--- src/rtl/q4k_pkg.sv ---
// ----------------------------------------------------------------------------
// q4k_pkg
// Shared types and constants of the Q4_K super-block dequantizer.
// ----------------------------------------------------------------------------
`timescale 1ns / 1ps

package q4k_pkg;

  localparam int BlockValues = 256;
  localparam int ChunkLanes  = 32;
  localparam int PairCount   = 8;
  localparam logic [3:0]  NIBBLE_MASK = 4'hF;
  localparam logic [31:0] CANON_NAN   = 32'h7FC0_0000;

  localparam logic OP_HEADER = 1'b0;
  localparam logic OP_DATA   = 1'b1;

  // operands handed to one dequant lane
  typedef struct packed {
    logic [15:0] d;
    logic [15:0] dmin;
    logic [5:0]  sc;
    logic [5:0]  m;
    logic [3:0]  q;
  } lane_req_t;

  typedef struct packed {
    logic        done;
    logic [31:0] bits;
  } lane_res_t;

endpackage

--- src/rtl/q4k_superblock_dequantizer_unit.sv ---
// ----------------------------------------------------------------------------
// q4k_superblock_dequantizer_unit
// Q4_K super-block dequantizer: two lanes decode the low and high nibble of
// each quant byte, a merge stage returns their results in element order.
// ----------------------------------------------------------------------------
//  channel | ports                        | carries
//  input   | in_valid / in_ready          | header or one quant byte
//  output  | out_valid / out_ready        | one float value, index, last flag
//
//  A header is accepted and stored. A data byte with emitted elements is accepted,
//  passes through the lane pipeline, then shows its results one at a time; no new
//  item is taken before the last has left. A byte with nothing to emit is only accepted.
//  rst_n clears control, header and scale state; output stalls hold the lane results.
// ----------------------------------------------------------------------------
`timescale 1ns / 1ps

module q4k_superblock_dequantizer_unit (
  input  logic        clk,
  input  logic        rst_n,
  input  logic        in_valid,
  output logic        in_ready,
  input  logic        in_operation,
  input  logic [15:0] in_half_scale,
  input  logic [15:0] in_half_min,
  input  logic [63:0] in_scale_bytes_low,
  input  logic [31:0] in_scale_bytes_high,
  input  logic [8:0]  in_valid_count,
  input  logic [7:0]  in_quant_byte,
  output logic        out_valid,
  input  logic        out_ready,
  output logic [31:0] out_value_bits,
  output logic [7:0]  out_element_index,
  output logic        out_last_of_item
);
  import q4k_pkg::*;

  typedef enum logic [1:0] {ST_IDLE, ST_BUSY, ST_OUT} state_t;

  state_t      state_r;
  logic [15:0] d_r, dmin_r;
  logic [5:0]  sc_r [PairCount];
  logic [5:0]  mn_r [PairCount];
  logic [8:0]  limit_r;
  logic [7:0]  pos_r;
  logic [1:0]  emit_r;
  logic        sel_r;
  logic [7:0]  idx0_r, idx1_r;
  logic [31:0] res0_r, res1_r;

  logic [7:0]  sb [12];
  logic [7:0]  idx0, idx1;
  logic        e0, e1, acc, start;
  lane_req_t   req0, req1;
  lane_res_t   res0, res1;

  always_comb begin
    for (int k = 0; k < 8; k++) sb[k] = in_scale_bytes_low[8*k +: 8];
    for (int k = 0; k < 4; k++) sb[8+k] = in_scale_bytes_high[8*k +: 8];
    idx0  = {pos_r[6:5], 1'b0, pos_r[4:0]};
    idx1  = {pos_r[6:5], 1'b1, pos_r[4:0]};
    e0    = {1'b0, idx0} < limit_r;
    e1    = {1'b0, idx1} < limit_r;
    acc   = in_valid && in_ready;
    start = acc && (in_operation == OP_DATA) && !pos_r[7] && (e0 || e1);
    req0  = '{d: d_r, dmin: dmin_r, sc: sc_r[0], m: mn_r[0],
              q: in_quant_byte[3:0] & NIBBLE_MASK};
    req1  = '{d: d_r, dmin: dmin_r, sc: sc_r[1], m: mn_r[1],
              q: in_quant_byte[7:4] & NIBBLE_MASK};
  end

  q4k_lane u_lane0 (.clk(clk), .rst_n(rst_n), .start(start), .req(req0), .res(res0));
  q4k_lane u_lane1 (.clk(clk), .rst_n(rst_n), .start(start), .req(req1), .res(res1));

  always_ff @(posedge clk) begin
    if (!rst_n) begin
      state_r <= ST_IDLE;
      d_r     <= '0;
      dmin_r  <= '0;
      limit_r <= '0;
      pos_r   <= '0;
      sel_r   <= 1'b0;
      emit_r  <= '0;
      for (int j = 0; j < PairCount; j++) begin
        sc_r[j] <= '0;
        mn_r[j] <= '0;
      end
    end else begin
      unique case (state_r)
        ST_IDLE: begin
          if (acc && in_operation == OP_HEADER) begin
            d_r     <= in_half_scale;
            dmin_r  <= in_half_min;
            limit_r <= (in_valid_count > 9'(BlockValues)) ? 9'(BlockValues) : in_valid_count;
            pos_r   <= '0;
            for (int j = 0; j < 4; j++) begin
              sc_r[j]   <= sb[j][5:0];
              mn_r[j]   <= sb[j+4][5:0];
              sc_r[j+4] <= {sb[j][7:6], sb[j+8][3:0]};
              mn_r[j+4] <= {sb[j+4][7:6], sb[j+8][7:4]};
            end
          end else if (acc && !pos_r[7]) begin
            pos_r <= pos_r + 8'd1;
            // chunk done: next pair of scale/min entries moves to the lanes
            if (pos_r[4:0] == 5'(ChunkLanes - 1)) begin
              for (int j = 0; j < PairCount; j++) begin
                sc_r[j] <= (j < PairCount - 2) ? sc_r[(j+2) % PairCount] : 6'd0;
                mn_r[j] <= (j < PairCount - 2) ? mn_r[(j+2) % PairCount] : 6'd0;
              end
            end
            if (start) begin
              emit_r  <= {e1, e0};
              sel_r   <= !e0;
              idx0_r  <= idx0;
              idx1_r  <= idx1;
              state_r <= ST_BUSY;
            end
          end
        end
        ST_BUSY: begin
          if (res0.done) begin
            res0_r  <= res0.bits;
            res1_r  <= res1.bits;
            state_r <= ST_OUT;
          end
        end
        ST_OUT: begin
          if (out_ready) begin
            if (!sel_r && emit_r[1]) sel_r <= 1'b1;
            else state_r <= ST_IDLE;
          end
        end
        default: state_r <= ST_IDLE;
      endcase
    end
  end

  assign in_ready          = (state_r == ST_IDLE);
  assign out_valid         = (state_r == ST_OUT);
  assign out_value_bits    = sel_r ? res1_r : res0_r;
  assign out_element_index = sel_r ? idx1_r : idx0_r;
  assign out_last_of_item  = sel_r || !emit_r[1];

endmodule

--- src/rtl/q4k_lane.sv ---
// ----------------------------------------------------------------------------
// q4k_lane
// One dequant lane: d*sc*q - dmin*m with exact products, single RNE rounding.
// Five stages: min product, scale product, subtract, leading-one search, round.
// ----------------------------------------------------------------------------
`timescale 1ns / 1ps

module q4k_lane (
  input  logic               clk,
  input  logic               rst_n,
  input  logic               start,
  input  q4k_pkg::lane_req_t req,
  output q4k_pkg::lane_res_t res
);
  import q4k_pkg::*;

  // finite halves are held as integers in units of 2^-24
  logic [39:0] hd, hm;
  logic        d_inf, d_nan, m_inf, m_nan;

  always_comb begin
    hd = (req.d[14:10] == 5'd0) ? {30'd0, req.d[9:0]}
       : ({29'd0, 1'b1, req.d[9:0]} << (req.d[14:10] - 5'd1));
    hm = (req.dmin[14:10] == 5'd0) ? {30'd0, req.dmin[9:0]}
       : ({29'd0, 1'b1, req.dmin[9:0]} << (req.dmin[14:10] - 5'd1));
    d_inf = (req.d[14:10] == 5'h1F) && (req.d[9:0] == 10'd0);
    d_nan = (req.d[14:10] == 5'h1F) && (req.d[9:0] != 10'd0);
    m_inf = (req.dmin[14:10] == 5'h1F) && (req.dmin[9:0] == 10'd0);
    m_nan = (req.dmin[14:10] == 5'h1F) && (req.dmin[9:0] != 10'd0);
  end

  logic [4:0]  v_r;
  // stage 1
  logic [9:0]  scq_r;
  logic [39:0] hd_r;
  logic [45:0] pb1_r;
  logic        sd1_r, sm1_r, dinf_r, dnan_r, minf_r, mnan_r, mz_r;
  // stage 2
  logic [49:0] pa_r;
  logic [45:0] pb2_r;
  logic        sd2_r, sm2_r, an_r, ai_r, bn_r, bi_r;
  // stage 3
  logic [50:0] mag3_r;
  logic        sg3_r, nan3_r, inf3_r, isg3_r;
  // stage 4
  logic [50:0] mag4_r;
  logic [5:0]  p4_r;
  logic        sg4_r, nan4_r, inf4_r, isg4_r;
  logic [31:0] bits_r;

  logic signed [52:0] va, vb, diff;
  logic [5:0]  p_nxt;
  logic [50:0] norm;
  logic [23:0] mant;
  logic        rnd;
  logic [24:0] mant_rnd;
  logic [7:0]  ex;
  logic [31:0] bits_nxt;

  always_comb begin
    va   = sd2_r ? -$signed({3'b000, pa_r}) : $signed({3'b000, pa_r});
    vb   = sm2_r ? -$signed({7'd0, pb2_r}) : $signed({7'd0, pb2_r});
    diff = va - vb;
    p_nxt = 6'd0;
    for (int i = 0; i < 51; i++) begin
      if (mag3_r[i]) p_nxt = 6'(i);
    end
    norm     = mag4_r << (6'd50 - p4_r);
    mant     = norm[50:27];
    rnd      = norm[26] && ((|norm[25:0]) || mant[0]);
    mant_rnd = {1'b0, mant} + {24'd0, rnd};
    ex       = 8'(p4_r) + 8'd103 + {7'd0, mant_rnd[24]};
    if (nan4_r)
      bits_nxt = CANON_NAN;
    else if (inf4_r)
      bits_nxt = {isg4_r, 8'hFF, 23'd0};
    else if (mag4_r == 51'd0)
      bits_nxt = {sg4_r, 31'd0};
    else
      bits_nxt = {sg4_r, ex, mant_rnd[22:0]};
  end

  always_ff @(posedge clk) begin
    if (!rst_n) begin
      v_r <= '0;
    end else begin
      v_r <= {v_r[3:0], start};
    end
    scq_r  <= 10'(req.sc * req.q);
    hd_r   <= hd;
    pb1_r  <= 46'(hm * req.m);
    sd1_r  <= req.d[15];
    sm1_r  <= req.dmin[15];
    dinf_r <= d_inf;
    dnan_r <= d_nan;
    minf_r <= m_inf;
    mnan_r <= m_nan;
    mz_r   <= (req.m == 6'd0);

    pa_r  <= 50'(hd_r * scq_r);
    pb2_r <= pb1_r;
    sd2_r <= sd1_r;
    sm2_r <= sm1_r;
    an_r  <= dnan_r || (dinf_r && scq_r == 10'd0);
    ai_r  <= dinf_r && scq_r != 10'd0;
    bn_r  <= mnan_r || (minf_r && mz_r);
    bi_r  <= minf_r && !mz_r;

    mag3_r <= diff[52] ? 51'(-diff) : 51'(diff);
    // exact zero: negative only for -0 minus +0
    sg3_r  <= (diff == 53'sd0) ? ((pa_r == 50'd0 && pb2_r == 46'd0) && sd2_r && !sm2_r)
                               : diff[52];
    nan3_r <= an_r || bn_r || (ai_r && bi_r && (sd2_r == sm2_r));
    inf3_r <= ai_r || bi_r;
    isg3_r <= ai_r ? sd2_r : !sm2_r;

    mag4_r <= mag3_r;
    p4_r   <= p_nxt;
    sg4_r  <= sg3_r;
    nan4_r <= nan3_r;
    inf4_r <= inf3_r;
    isg4_r <= isg3_r;

    bits_r <= bits_nxt;
  end

  assign res.done = v_r[4];
  assign res.bits = bits_r;

endmodule

--- config.mk ---
export PLATFORM = sky130hd
export DESIGN_NAME = q4k_superblock_dequantizer_unit
export DESIGN_NICKNAME = d
export VERILOG_FILES = /design/src/rtl/q4k_pkg.sv /design/src/rtl/q4k_superblock_dequantizer_unit.sv /design/src/rtl/q4k_lane.sv
export SDC_FILE = /design/constraint.sdc
export NUM_CORES = 2
export LEC_CHECK = 0
export BUFFER_PORTS_ARGS = -buffer_cell sky130_fd_sc_hd__buf_2
export CORE_ASPECT_RATIO = 1.25
export CORE_MARGIN = 1
export CORE_UTILIZATION = 59
export DETAILED_ROUTE_END_ITERATION = 12
export HOLD_SLACK_MARGIN = 0.02
export PLACE_DENSITY = 0.79
export SYNTH_ARGS = -nofsm -noshare
export SYNTH_HDL_FRONTEND = slang
export SYNTH_SLANG_ARGS = --single-unit
--- constraint.sdc ---
create_clock -name clk -period 7.2 [get_ports clk]
set_input_delay 0.72 -clock clk [delete_from_list [all_inputs] [get_ports clk]]
set_output_delay 0.72 -clock clk [all_outputs]
set_load 0.01 [all_outputs]
Yosys cells after proc, flatten, opt, wreduce, memory -nomap -nowiden

Memory sizes are Yosys's and may differ from the RTL's.
Index checks and enable logic that the tools add are counted.
Widths: inputs -> output; s select.

Equality and inequality tests: 13
Reduce and logical (&&, ||, !) cells: 92
Order comparisons: 3
Shifts and indexed selects: 4
Add/sub/neg operators: 19
Bitwise gates (word level): 34
Mux-type cells: 175
Multipliers: 6

Operators with widths:

| cell               | count |
|---|---|
| $mux 5             | 64 |
| $mux 53            | 4 |
| $mux 6             | 33 |
| $logic_not 53->1   | 2 |
| $neg 46->53        | 2 |
| $neg 50->53        | 2 |
| $sub 53x53->53     | 2 |
| $logic_not 51->1   | 2 |
| $mux 51            | 2 |
| $neg 51->51        | 2 |
| $shl 51x6->51      | 2 |
| $logic_not 50->1   | 2 |
| $mul 40x10->50     | 2 |
| $mux 32            | 3 |
| $logic_not 46->1   | 2 |
| $mul 40x6->46      | 2 |
| $shl 11x5->40      | 2 |
| $mux 4             | 16 |
| $mux 31            | 2 |
| $reduce_or 26->1   | 2 |
| $add 24x1->25      | 2 |
| $logic_not 10->1   | 4 |
| $mux 40            | 1 |
| $reduce_bool 10->1 | 4 |
| 39 further kinds   | 185 |

Output and inout port bits: 43
Register bits: 788
Word-level logic and storage cells: 419
RAM bits: 96
Memories: 2
Input bits: 150

Memory list:

| memory | words | width | rd ports | clocked after Yosys merged registers in | write ports | line                                  | RTL |
|---|---|---|---|---|---|---|---|
| mn_r   | 8     | 6     | 8        | 0                                       | 8           | q4k_superblock_dequantizer_unit.sv:42 | `logic [5:0] mn_r [PairCount];` |
| sc_r   | 8     | 6     | 8        | 0                                       | 8           | q4k_superblock_dequantizer_unit.sv:41 | `logic [5:0] sc_r [PairCount];` |

Longest topological paths before layout

Word-level depth: 49
Depth in mapped cells: 32
Mapped depth without buffers: 29

By module

Synthesis repeated with hierarchy kept, for this count alone.

Cells, all modules: 9806
Area, all modules: 87830.5 um^2

Modules (own cells, without submodules):

| module                          | instances | area each (um^2) | cells an instance |
|---|---|---|---|
| q4k_lane (u_lane1)              | 1         | 39917.0          | 4627 |
| q4k_lane (u_lane0)              | 1         | 39376.5          | 4564 |
| q4k_superblock_dequantizer_unit | 1         | 8536.9           | 615 |

Worst setup path after synthesis

Ideal clock, no wire load.

Path kind: register -> register
Start point: register dmin_r[10]
End point: register u_lane1.pb1_r[42]
Cell stages (with the launch flop): 32
Setup time: 72 ps
Required time: 7128 ps
Arrival time: 7363 ps
Path slack: -235 ps
Period minus slack after synthesis: 7435 ps
Cell sequence: dfxtp_1 > buf_1 > inv_1 > ha_1 > clkbuf_1 > clkbuf_1 > nand3_1 > nor2_1 > a21oi_1 > o21ai_0 > clkbuf_1 > nand2_1 > fa_1 > inv_1 > ha_1 > inv_1 > fa_1 > inv_1 > ha_1 > a21o_1 > a21o_1 > a2111oi_0 > o31ai_1 > o2111a_1 > a31oi_1 > a31oi_1 > o31a_1 > a41o_1 > o41a_1 > a21o_1 > a21oi_1 > xnor2_1

Word-level cells in the longest chain between the ends: 4
Elaborated cells between the ends (all ways): 5

Ends and longest elaborated chain:

| element                  | line                                  | RTL |
|---|---|---|
| start: declaration       | q4k_superblock_dequantizer_unit.sv:40 | `logic [15:0] d_r, dmin_r;` |
| start signal: assignment | q4k_superblock_dequantizer_unit.sv:92 | `dmin_r <= in_half_min;` |
| $sub 5x1->5              | q4k_lane.sv:25                        | `: ({29'd0, 1'b1, req.dmin[9:0]} << (req.dmin[14:10] - 5'd1));` |
| $shl 11x5->40            | q4k_lane.sv:25                        |  |
| $mux 40 *                | q4k_lane.sv:24                        | `hm = (req.dmin[14:10] == 5'd0) ? {30'd0, req.dmin[9:0]}` |
| $mul 40x6->46 *          | q4k_lane.sv:91                        | `pb1_r <= 46'(hm * req.m);` |
| end signal: assignment   | q4k_lane.sv:91                        |  |
| end: declaration         | q4k_lane.sv:36                        | `logic [45:0] pb1_r;` |

Mark *: on every way between the ends. The rest lies on a longest branch, timed or not.
A chain may end at the register's enable or synchronous reset.

Worst setup path in the final report

Ends and elaborated chain as after synthesis.

==> results.py <==
metrics = {
    "run_status": {
        "outcome": "complete, no violations",
    },
    "yosys": {
        "yosys.area_share.xor_xnor_pct": 6.60,
        "yosys.area_share.simple_pct": 17.0,
        "yosys-top-cells-count": "nand2_1 (1,394), fa_1 (928), inv_1 (914), dfxtp_1 (728)",
        "synth_fp_nets": 10602,
        "synthAdderAreaFrac_pct": 29.1,
        "yosysTopAreaCell": "fa_1",
        "yosysWarnings": 0,
        "syn_area_mm2": 0.0826,
        "ys_top_cells_by_area": "fa_1 (22%), dfxtp_1 (18%), ha_1 (6.6%), nand2_1 (6.3%), edfxtp_1 (5.6%)",
        "yosys.cell_count.top_type": "nand2_1",
        "synthArstFlopShare_pct": 0,
        "yosysTopAreaCellShare_pct": 22.5,
        "syn_inst": 9086,
        "ys_ff_latch": 883,
        "syn_avg_cell_area_um2": 9.09,
        "synth_edf_count": 155,
        "synth.area.mux_share_pct": 5.64,
        "synth-seq-area-share_pct": 23.3,
        "synth_top_family_by_area": "adder cells",
        "yosysUniqueCellTypes": 83,
        "synth_compound_gate_area_share_pct": 12.1,
        "synth-main-ff-cell": "dfxtp_1",
    },
    "route": {
        "drt-wirelength-per-cell_um": 20.7,
        "first_iter_violations": 4972,
        "drt-total-wl_um": 231000,
        "routed_via_density": 6.01,
        "dr.pass1.iters": 6,
        "dr_total_vias": 66942,
        "drc": 0,
        "drtAntennaViolNets": 0,
    },
    "sta": {
        "period_share_pct": 97.2,
        "fin_crit_ns": 7.00,
        "max_freq_mhz": 143,
        "slew_viol_final": 0,
        "fin_skew_ns": 0.0561,
        "setup-tns-final_ns": 0,
        "tightest_slew_ns": 1.16,
        "finalSetupViolations": 0,
        "finalHoldViolCount": 0,
        "rsz0062_at_grt": "yes",
        "relSlewSlack_pct": 22.6,
    },
    "worst_hold_path": {
        "holdCritPathClass": "input port to register",
        "hold_path_end": "mn_r[1][13]",
        "min_from": "in_scale_bytes_high[21]",
        "holdPathStages": 3,
    },
    "setup_path": {
        "start_kind": "register",
        "path_class": "register to register",
        "worstRegToRegCells": 30,
        "r2r-end": "u_lane1.pb1_r[42]",
        "required_ns": 7.86,
        "endpoint_kind": "register",
        "critPathMaxStageDelay_ns": 0.60,
        "cp_top_family": "compound AO/OA/AOI/OAI gates",
        "r2r_setup_slack_ns": 0.20,
        "critPathArrivalTime_ns": 7.66,
        "cp_num_buf_inv": 6,
        "crit_path_max_fanout": 12,
        "r2r_start": "dmin_r[10]",
        "slowest_stage": "fa_1",
    },
    "layout": {
        "area_delta_synth_final_pct": 9.22,
        "fillerInstances": 11134,
        "seqCellArea_mm2": 0.0193,
        "final_layout_size_suffix_gt1_share_pct": 10.5,
        "fin_nets": 10724,
        "multi_input_area_mm2": 0.0586,
        "stdcell_count": 11143,
    },
    "placed_design": {
        "hpwlAfterDp_um": 183000,
        "dp_cells": 10975,
        "globalplace.congestion": 1.02,
        "numPortBuffers": 192,
    },
    "power_and_ir_drop": {
        "vdd_drop_max_mv": 0.371,
        "p_leak_nw": 39.8,
        "p_per_area_mw_per_mm2": 339,
    },
    "floorplan": {
        "die-area_mm2": 0.142,
        "num_io_pins": 193,
        "start_util_pct": 59.4,
        "rows": 153,
        "die_w_um": 337,
        "chipHeight_um": 420,
        "coreArea_mm2": 0.139,
    },
    "clock_tree": {
        "clockBufferDepth": 3,
        "cts_made_buffers": 87,
        "cts_tree": "yes",
        "path_clk_slew_ns": 0.07,
        "clock-root-buffer": "clkbuf_16",
        "numClockSinks": 883,
        "clock_latency_ns": 0.76,
        "cts_max_level": 3,
    },
    "global_routing": {
        "grt_pass1_vias": 68247,
        "grt_max_degree": 85,
        "grtUsageTotal_pct": 32.8,
        "grt_pass1_wl_um": 362000,
        "antenna_found_initial": 10,
        "grt_overflow": 0,
    },
    "job": {
        "max-cap-violations": 0,
    },
}
## power breakdown
| group | leakage [nW] | switching (mW) | internal (mW) | total [mW] |
|---|---|---|---|---|
| clock | 1.50 | 2.21 | 2.67 | 4.88 |
| sequential | 7.55 | 1.20 | 6.34 | 7.53 |
| combinational | 30.7 | 10.8 | 7.35 | 18.1 |
| total | 39.8 | 14.2 | 16.4 | 30.6 |
## worst max path at each step
stage,slack [ns],endpoint,depth (start not counted),start
2_1_floorplan,0.04,u_lane1.pb1_r[42],25,dmin_r[10]
3_3_place_gp,-0.05,u_lane1.pb1_r[42],26,dmin_r[10]
3_5_place_dp,-0.14,u_lane1.pb1_r[42],26,dmin_r[10]
4_1_cts,0.002,u_lane1.pb1_r[42],26,dmin_r[11]
5_1_grt,-0.08,u_lane1.pb1_r[42],29,dmin_r[11]
6_report,0.20,u_lane1.pb1_r[42],30,dmin_r[10]
## cells by family (layout without fill, tap and decap cells)
logic type      after synthesis  after routing
flops                       883            883
simple gates               2958           2958
mux                         323            323
xor+xnor                    620            620
compound gates             1554           1554
buf+inv                    1382           1577
fa+ha+maj                  1366           1366
other cells                   0              2
## worst min-delay path, stage by stage
cell,delay (ns)
buf_2,0.09
nand2_1,0.05
a21oi_1,0.05
## layout make-up
class,instances,share of cell area [%]
antenna,2,0.00555
clock buffer,106,2.69
clock inverter,56,0.772
inverter,914,3.80
multi-input combinational,6821,64.9
sequential,883,21.4
tap,1860,2.58
timing repair buffer,501,3.88
## flip-flops by register name (all words and copies together) (netlist names), 48 cells and up
register and flops:
u_lane1.mag3_r 51, u_lane1.mag4_r 51, u_lane0.pa_r 50, u_lane1.pa_r 50, mn_r 48, sc_r 48, u_lane0.mag4_r 51, u_lane0.mag3_r 51
## layer usage
layer	up-vias	track usage (%)	part of all wire [%]
met5	-	0	0
met4	0	22.4	7.4
met3	769	5.06	7.2
met2	2824	56.6	49
met1	32785	37.3	37
li1	30564	-	-
## cells in the final DEF (no fill, tap or decap), types with 90 or more instances in the layout
master / Yosys / final
nor3_1: 101 / 99
buf_2: 7 / 192
mux4_2: 107 / 107
a21o_1: 125 / 125
xnor2_1: 389 / 381
inv_1: 914 / 912
nand3_1: 115 / 113
edfxtp_1: 155 / 155
and2_1: 454 / 454
dfxtp_1: 728 / 707
a21oi_1: 454 / 446
nor2_1: 381 / 377
buf_4: 1 / 290
fa_1: 928 / 928
nand2_1: 1394 / 1394
o21ai_0: 316 / 306
mux2i_1: 149 / 149
clkbuf_16: 0 / 90
xor2_1: 228 / 225
ha_1: 438 / 431
## repair_timing
action,in CTS,in global routing
endpoints found under the setup margin,31,124
buffers inserted,0,4
gates resized for setup,5,80
hold buffers,0,0
pin swaps,0,10
## per-stage QoR
step | total power [mW] | util (%) | worst slack, ns | hold slack, ns | cell area (um2)
after global routing | 32.5 | 64.9 | -0.0758 | 0.197 | 90200
after floorplan | 20.4 | - | 0.0435 | 0.310 | 82600
after detailed placement | 25.2 | 62.4 | -0.140 | 0.312 | 86800
after CTS | 30.2 | 64.7 | 0.00247 | 0.165 | 89900
after global placement | 24.9 | 62.4 | -0.0478 | 0.312 | 86800
final | 30.6 | 64.9 | 0.198 | 0.205 | 90200
Power figures use the tool's default switching activity.
